==> src/rtl/core/gas_sensor_frame_decoder_top_defines.svh <==
// Assertion macros for the gas sensor frame decoder.
// Included by gas_sensor_frame_decoder_top.sv; no other dependencies.
// Empty bodies when SYNTHESIS is defined.
`ifndef GAS_SENSOR_FRAME_DECODER_TOP_DEFINES_SVH
`define GAS_SENSOR_FRAME_DECODER_TOP_DEFINES_SVH
`ifndef SYNTHESIS
`define GSFD_ASSERT(label, clk, rst_n, prop) \
    label: assert property (@(posedge clk) disable iff (!rst_n) (prop)) \
        else $error("gsfd assertion failed");
`define GSFD_ASSERT_ALWAYS(label, clk, prop) \
    label: assert property (@(posedge clk) (prop)) \
        else $error("gsfd assertion failed");
`else
`define GSFD_ASSERT(label, clk, rst_n, prop)
`define GSFD_ASSERT_ALWAYS(label, clk, prop)
`endif
`endif

==> src/rtl/core/gsfd_pkg.sv <==
// Shared types and constants for the gas sensor frame decoder.
// No dependencies; used by gsfd_parser and the top level.
package gsfd_pkg;

    localparam int          FRAME_LENGTH_DEFAULT = 9;
    localparam logic [7:0]  START_BYTE           = 8'hFF;
    localparam logic [7:0]  COMMAND_RESET        = 8'h86;

    localparam logic [1:0]  STATUS_OK            = 2'd0;
    localparam logic [1:0]  STATUS_BAD_COMMAND   = 2'd1;
    localparam logic [1:0]  STATUS_BAD_CHECKSUM  = 2'd2;

    // Result of the byte currently being accepted
    typedef struct packed {
        logic        done;
        logic [15:0] concentration;
        logic [1:0]  status;
    } frame_result_t;

    // Parser state seen by the top level
    typedef struct packed {
        logic in_frame;
        logic at_last;
    } parser_state_t;

endpackage

==> src/rtl/core/gsfd_parser.sv <==
// Frame hunter and checker: position counter, running sum, captured fields.
// Depends on gsfd_pkg.
module gsfd_parser #(
    parameter int FRAME_LENGTH = gsfd_pkg::FRAME_LENGTH_DEFAULT
) (
    input  logic                     clk,
    input  logic                     rst_n,
    input  logic                     byte_accept,
    input  logic [7:0]               rx_byte,
    input  logic [7:0]               expected_command,
    output gsfd_pkg::frame_result_t  result,
    output gsfd_pkg::parser_state_t  pstate
);

    localparam int POS_W = $clog2(FRAME_LENGTH);
    localparam logic [POS_W-1:0] LAST_POS = POS_W'(FRAME_LENGTH - 1);
    localparam logic [POS_W-1:0] POS_CMD  = POS_W'(1);
    localparam logic [POS_W-1:0] POS_HIGH = POS_W'(2);
    localparam logic [POS_W-1:0] POS_LOW  = POS_W'(3);

    logic             in_frame_reg, in_frame_next;
    logic [POS_W-1:0] pos_reg, pos_next;
    logic [7:0]       sum_reg, sum_next;
    logic             cmd_ok_reg, cmd_ok_next;
    logic [7:0]       val_high_reg, val_high_next;
    logic [7:0]       val_low_reg, val_low_next;
    logic             at_last;
    logic [7:0]       want;

    assign at_last = in_frame_reg && (pos_reg == LAST_POS);
    assign want    = 8'(8'd0 - sum_reg);

    always_comb
    begin
        result.done          = byte_accept && at_last;
        result.concentration = {val_high_reg, val_low_reg};
        if (!cmd_ok_reg)
            result.status = gsfd_pkg::STATUS_BAD_COMMAND;
        else if (rx_byte != want)
            result.status = gsfd_pkg::STATUS_BAD_CHECKSUM;
        else
            result.status = gsfd_pkg::STATUS_OK;
    end

    assign pstate.in_frame = in_frame_reg;
    assign pstate.at_last  = at_last;

    always_comb
    begin
        in_frame_next = in_frame_reg;
        pos_next      = pos_reg;
        sum_next      = sum_reg;
        cmd_ok_next   = cmd_ok_reg;
        val_high_next = val_high_reg;
        val_low_next  = val_low_reg;
        if (byte_accept)
        begin
            if (!in_frame_reg)
            begin
                if (rx_byte == gsfd_pkg::START_BYTE)
                begin
                    in_frame_next = 1'b1;
                    pos_next      = POS_CMD;
                    sum_next      = 8'd0;
                    cmd_ok_next   = 1'b0;
                    val_high_next = 8'd0;
                    val_low_next  = 8'd0;
                end
            end
            else if (at_last)
            begin
                in_frame_next = 1'b0;
                pos_next      = '0;
            end
            else
            begin
                if (pos_reg == POS_CMD)
                    cmd_ok_next = (rx_byte == expected_command);
                if (pos_reg == POS_HIGH)
                    val_high_next = rx_byte;
                if (pos_reg == POS_LOW)
                    val_low_next = rx_byte;
                sum_next = 8'(sum_reg + rx_byte);
                pos_next = POS_W'(pos_reg + 1'b1);
            end
        end
    end

    always_ff @(posedge clk or negedge rst_n)
    begin
        if (!rst_n)
        begin
            in_frame_reg <= 1'b0;
            pos_reg      <= '0;
            sum_reg      <= 8'd0;
            cmd_ok_reg   <= 1'b0;
            val_high_reg <= 8'd0;
            val_low_reg  <= 8'd0;
        end
        else
        begin
            in_frame_reg <= in_frame_next;
            pos_reg      <= pos_next;
            sum_reg      <= sum_next;
            cmd_ok_reg   <= cmd_ok_next;
            val_high_reg <= val_high_next;
            val_low_reg  <= val_low_next;
        end
    end

endmodule

==> src/rtl/core/gas_sensor_frame_decoder_top.sv <==
// Gas sensor frame decoder, top level: command register, parser, result register.
// Depends on gsfd_pkg, gsfd_parser and gas_sensor_frame_decoder_top_defines.svh.
//
// Takes one received serial byte per beat and hunts for the 0xFF start byte.
// A start byte opens a frame of FRAME_LENGTH bytes; byte 1 is compared with
// the command register (reset 0x86), bytes 1 to FRAME_LENGTH-2 are summed
// mod 256, and bytes 2 and 3 give the 16-bit concentration, high byte first.
// On the last byte one result beat carries the concentration and a status:
// 0 ok, 1 wrong command (wins over a checksum error), 2 last byte is not the
// two's complement of the sum. Error results still carry bytes 2 and 3. A
// 0xFF inside a frame is plain data. The parser state and, on the last
// byte, the output register both load at the edge that takes the beat, so
// the result beat is offered from the next cycle and a byte can be taken
// every cycle while in_ready is high. in_ready drops only when the parser
// is at the last frame byte and the output register still holds an
// untaken result. The command register is written with cfg_we/cfg_wdata;
// the user must write it only while the block is idle, and the block itself
// does not enforce this. The compare uses the value present when byte 1 arrives.
`include "gas_sensor_frame_decoder_top_defines.svh"

module gas_sensor_frame_decoder_top #(
    parameter int FRAME_LENGTH = gsfd_pkg::FRAME_LENGTH_DEFAULT
) (
    input  logic        clk,
    input  logic        rst_n,
    // byte input
    input  logic        in_valid,
    output logic        in_ready,
    input  logic [7:0]  rx_byte,
    // result output
    output logic        out_valid,
    input  logic        out_ready,
    output logic [15:0] concentration,
    output logic [1:0]  status,
    // command register
    input  logic        cfg_we,
    input  logic [7:0]  cfg_wdata
);

    logic                    in_beat;
    logic [7:0]              command_reg;
    gsfd_pkg::frame_result_t result;
    gsfd_pkg::parser_state_t pstate;

    logic                    out_valid_reg, out_valid_next;
    logic [15:0]             conc_reg;
    logic [1:0]              status_reg;

    // Stall only a byte that would produce a result into a full output slot.
    assign in_ready = !(pstate.at_last && out_valid_reg && !out_ready);
    assign in_beat  = in_valid && in_ready;

    always_ff @(posedge clk or negedge rst_n)
    begin
        if (!rst_n)
            command_reg <= gsfd_pkg::COMMAND_RESET;
        else if (cfg_we)
            command_reg <= cfg_wdata;
    end

    gsfd_parser #(
        .FRAME_LENGTH (FRAME_LENGTH)
    ) u_parser (
        .clk              (clk),
        .rst_n            (rst_n),
        .byte_accept      (in_beat),
        .rx_byte          (rx_byte),
        .expected_command (command_reg),
        .result           (result),
        .pstate           (pstate)
    );

    // Output register: loads on a finished frame, drains on out_ready.
    always_comb
    begin
        if (result.done)
            out_valid_next = 1'b1;
        else if (out_ready)
            out_valid_next = 1'b0;
        else
            out_valid_next = out_valid_reg;
    end

    always_ff @(posedge clk or negedge rst_n)
    begin
        if (!rst_n)
            out_valid_reg <= 1'b0;
        else
            out_valid_reg <= out_valid_next;
    end

    always_ff @(posedge clk)
    begin
        if (result.done)
        begin
            conc_reg   <= result.concentration;
            status_reg <= result.status;
        end
    end

    assign out_valid     = out_valid_reg;
    assign concentration = conc_reg;
    assign status        = status_reg;

    // A finished frame always shows up as a result beat next cycle.
    `GSFD_ASSERT(a_done_sets_valid, clk, rst_n, result.done |=> out_valid_reg)
    // Never overwrite a result that has not been taken.
    `GSFD_ASSERT(a_no_overwrite, clk, rst_n,
        (out_valid_reg && !out_ready) |-> !result.done)
    // After the last byte the parser is back to hunting.
    `GSFD_ASSERT(a_hunt_after_done, clk, rst_n, result.done |=> !pstate.in_frame)
    // Only the three defined status codes leave the block.
    `GSFD_ASSERT(a_status_legal, clk, rst_n,
        out_valid_reg |-> (status_reg == gsfd_pkg::STATUS_OK ||
        status_reg == gsfd_pkg::STATUS_BAD_COMMAND ||
        status_reg == gsfd_pkg::STATUS_BAD_CHECKSUM))
    // The last-byte flag implies an open frame.
    `GSFD_ASSERT_ALWAYS(a_last_in_frame, clk, pstate.at_last |-> pstate.in_frame)

endmodule
==> config.mk <==
export PLATFORM = sky130hd
export DESIGN_NAME = gas_sensor_frame_decoder_top
export DESIGN_NICKNAME = d
export VERILOG_FILES = /design/src/rtl/core/gsfd_pkg.sv /design/src/rtl/core/gsfd_parser.sv /design/src/rtl/core/gas_sensor_frame_decoder_top.sv
export VERILOG_INCLUDE_DIRS = /design/src /design/src/rtl/core
export SDC_FILE = /design/constraint.sdc
export NUM_CORES = 1
export LEC_CHECK = 0
export ABC_AREA = 1
export BUFFER_PORTS_ARGS = -buffer_cell sky130_fd_sc_hd__buf_2
export CORE_ASPECT_RATIO = 0.9
export CORE_MARGIN = 2
export CORE_UTILIZATION = 50
export CTS_CLUSTER_SIZE = 30
export DETAILED_ROUTE_END_ITERATION = 16
export PLACE_DENSITY = 0.71
export SLEW_MARGIN = 20
export SYNTH_ARGS = -nofsm -noshare
export SYNTH_HDL_FRONTEND = slang
export SYNTH_HIERARCHICAL = 1
export SYNTH_SLANG_ARGS = --single-unit
==> constraint.sdc <==
create_clock -name clk -period 4.7 [get_ports clk]
set_input_delay 0.235 -clock clk [delete_from_list [all_inputs] [get_ports clk]]
set_output_delay 0.235 -clock clk [all_outputs]
set_load 0.005 [all_outputs]
-- After elaboration in Yosys (flattened, before gate mapping)
Cells that the tools add are included.
- add/subtract/negate cells: 3
- equal/unequal tests: 11
- muxes and demuxes: 22
- reductions and logical operators: 14
- operator list (operator ; number):
    8-bit two-way mux ; 9
    4-bit two-way mux ; 3
    4-bit AND reduction ; 3
    1-bit two-way mux ; 9
    8-bit adder ; 1
    4-bit by 2-bit equality test with 1-bit output (second input constant) ; 2
    8-bit equality test ; 1
    8-bit equality test (second input constant) ; 1
    2-bit != test (second input constant) ; 4
    8-bit != test ; 1
    1-bit by 8-bit subtractor with 8-bit output (first input constant) ; 1
    1-bit logical AND ; 5
    4-bit by 1-bit adder with 4-bit output (second input constant) ; 1
    4-bit by 1-bit equality test with 1-bit output (second input constant) ; 1
    4-bit equality test (second input constant) ; 1
    2-bit nonzero test ; 2
    3-bit AND reduction ; 1
    1-bit zero test ; 2
    2-bit two-way mux ; 1
    2-bit AND reduction ; 1
- bits in registers: 57
- bits of input ports: 21
- word-level logic and storage cells: 60

-- Logic depth before layout (Yosys ltp)
- depth after elaboration: 8
- depth in mapped cells: 16
- mapped depth without buffers: 15

-- Hierarchy
Netlist, hierarchy kept.
- modules (own cells, without submodules) (module ; instances ; cells each ; area an instance (um^2)):
    gsfd_parser ; 1 ; 289 ; 2085.8
    gas_sensor_frame_decoder_top ; 1 ; 59 ; 910.9

-- Least setup slack after synthesis
Ideal clock, no wire load.
- path kind: reg2reg
- start: reg u_parser.pos_reg[0]
- end: reg conc_reg[0], in the netlist concentration[0] (enable)
- library setup time: 0.395 ns
- data arrival time: 2.120 ns
- required time: 4.305 ns
- setup slack: 2.185 ns
- cell stages (with the launch flop): 11
- period minus slack after synthesis: 2.515 ns
- cells stage by stage: dfrtp_1 -> inv_1 -> ha_1 -> nand4_1 -> inv_1 -> buf_4 -> nand2_1 -> nor2_1 -> nor2_1 -> inv_1 -> nor2_1
- RTL lines (what ; line ; text):
    start: declaration ; gsfd_parser.sv:22 ; logic [POS_W-1:0] pos_reg, pos_next;
    start signal: assignment ; gsfd_parser.sv:103 ; pos_reg <= pos_next;
    end signal: assignment ; gas_sensor_frame_decoder_top.sv:96 ; conc_reg <= result.concentration;
    end: declaration ; gas_sensor_frame_decoder_top.sv:46 ; logic [15:0] conc_reg;

==> flow_metrics.tcl <==
set metrics [dict create \
    outcome "complete, but fails checks" \
    violations "negative hold slack" \
    postCtsSetupBuffers 0 \
    worstReg2RegEnd "concentration[9]" \
    syn-num-nets 381 \
    whs_ns -0.00259 \
    cts-root-buf "clkbuf_8" \
    portBuffers 40 \
    grt_pass1_vias 2195 \
    route.detailed.drc 0 \
    vias 2384 \
    cts_htree_levels 3 \
    cts.sinks 57 \
    maxSlewViolCount 0 \
    final_common_cell "nand2_1" \
    grt_max_degree 40 \
    final_cell_mix "106 x nand2_1, 49 x inv_1, 40 x buf_2" \
    hold_violations 1 \
    arrival_ns 2.39 \
    postSynthAreaPerCell_sq_um 8.61 \
    die_w_um 85.5 \
    largest_register_ffs 16 \
    vdd_drop_max_uv 315 \
    ios 41 \
    fmax_mhz 424 \
    synth_area_sq_um 2990 \
    finalCriticalPeriod_ns 2.36 \
    worst-path-max-fanout 16 \
    track_usage 0.200 \
    start_util 0.522 \
    reg2reg_from "u_parser/pos_reg[0]" \
    r2r_slack_ns 2.34 \
    drt_first_pass_iters 5 \
    p_per_area_nw_per_um2 580 \
    clkLatencyLatePin_ns 0.33 \
    cts_buffers 9 \
    crit_path_end_kind "register" \
    drt_iter0_markers 178 \
    setup-tns-final_ns 0 \
    wl_met1_mm 2.64 \
    grt.overflow.total 0 \
    drive_above_1_share 0.198 \
    min_period_over_period 0.502 \
    die-height_um 77.4 \
    die_area_sq_um 6610 \
    topRoutingLayerUsed "met4" \
    fill_cells 522 \
    critPathKind "register to register" \
    antenna_found_initial 0 \
    clock_path_buffers 2 \
    p_leak_nw 1.74 \
    ff2ff_path_depth 10 \
    crit_path_start_kind "register" \
    worstPathRequired_ns 4.73 \
    drtAntennaViolNets 0 \
    tightest_slew_ns 0.857 \
    maxCapViolations 0 \
    routed-wl-met3_um 462 \
    min-delay-path-class "input port to async pin" \
    route.detailed.wl_per_inst_um 12.8 \
    rows 26 \
    design_area_sq_um 3450 \
    placed_area_sq_um 3230 \
    clkTransAtPathRegs_ns 0.07 \
    syn_inst 347 \
    core_sq_um 5730 \
    route.met2.wl_mm 2.77 \
    synth_warnings 6 \
    grt_first_pass_wirelength_mm 10.3 \
    fin_nets 427 \
    synthToLayoutAreaGrowth_pct 15.5 \
    slew_headroom 0.429 \
    cts.repair.resized 0 \
    place_congestion 0.848 \
    cts_tree "yes" \
    diodes 0 \
    setup_viol 0 \
    routed_wl_mm 5.98 \
    finClkSkew_ns 0.00732 \
    holdBufCountCts 0 \
    viasPerCell 5.09 \
    rsz0062_at_grt "false" \
    hpwl_mm 4.34 \
]
-- routing by layer --
layer,global-route usage,up-vias
met5,0,-
met4,0.0603,0
met3,0.0670,11
met2,0.314,86
met1,0.265,1083
li1,-,1204
-- report_power, final --
part	internal, W	total (W)	switching [W]
clock	0.000312	0.000502	0.000190
combinational	0.000258	0.000685	0.000428
sequential	0.000673	0.000814	0.000141
total	0.00124	0.00200	0.000759
-- how the worst max path moves through the flow --
stage | start | to | cells after the start
6_report | u_parser/pos_reg[0] | concentration[9] | 10
5_1_grt | u_parser/pos_reg[0] | u_parser/sum_reg[3] | 14
4_1_cts | u_parser/pos_reg[0] | concentration[7] | 10
3_5_place_dp | u_parser/pos_reg[0] | concentration[9] | 10
3_3_place_gp | u_parser/pos_reg[0] | concentration[9] | 10
2_1_floorplan | u_parser/pos_reg[0] | concentration[0] | 10
-- critical path: stages (launching register included) --
cell     delay [ns]
dfrtp_1        0.40
inv_1          0.10
ha_1           0.20
nand4_1        0.15
inv_1          0.10
nand2_1        0.07
nor2_1         0.04
nor2_1         0.21
inv_1          0.09
nor2_1         0.38
buf_4          0.31
-- cell type report --
class | instances | area, sq um | share of cell area
inverters | 50 | 188 | 0.0543
clock buffers | 11 | 141 | 0.0409
repair buffers | 41 | 208 | 0.0601
clock inverters | 5 | 78.8 | 0.0228
flip-flops and latches | 57 | 1520 | 0.440
multi-input cells | 234 | 1230 | 0.356
well taps | 70 | 87.6 | 0.0254
-- through the flow --
stage                     total power [W]  utilization  setup WS (ns)  std cells
after global placement            0.00147        0.565           2.50        452
after floorplan                   0.00134            -           2.18        347
after global routing              0.00218        0.603           2.04        468
after CTS                         0.00201        0.603           2.35        468
final                             0.00200        0.603           2.34        468
after detailed placement          0.00150        0.565           2.36        452
No activity file was read; power rests on OpenSTA's default activity.
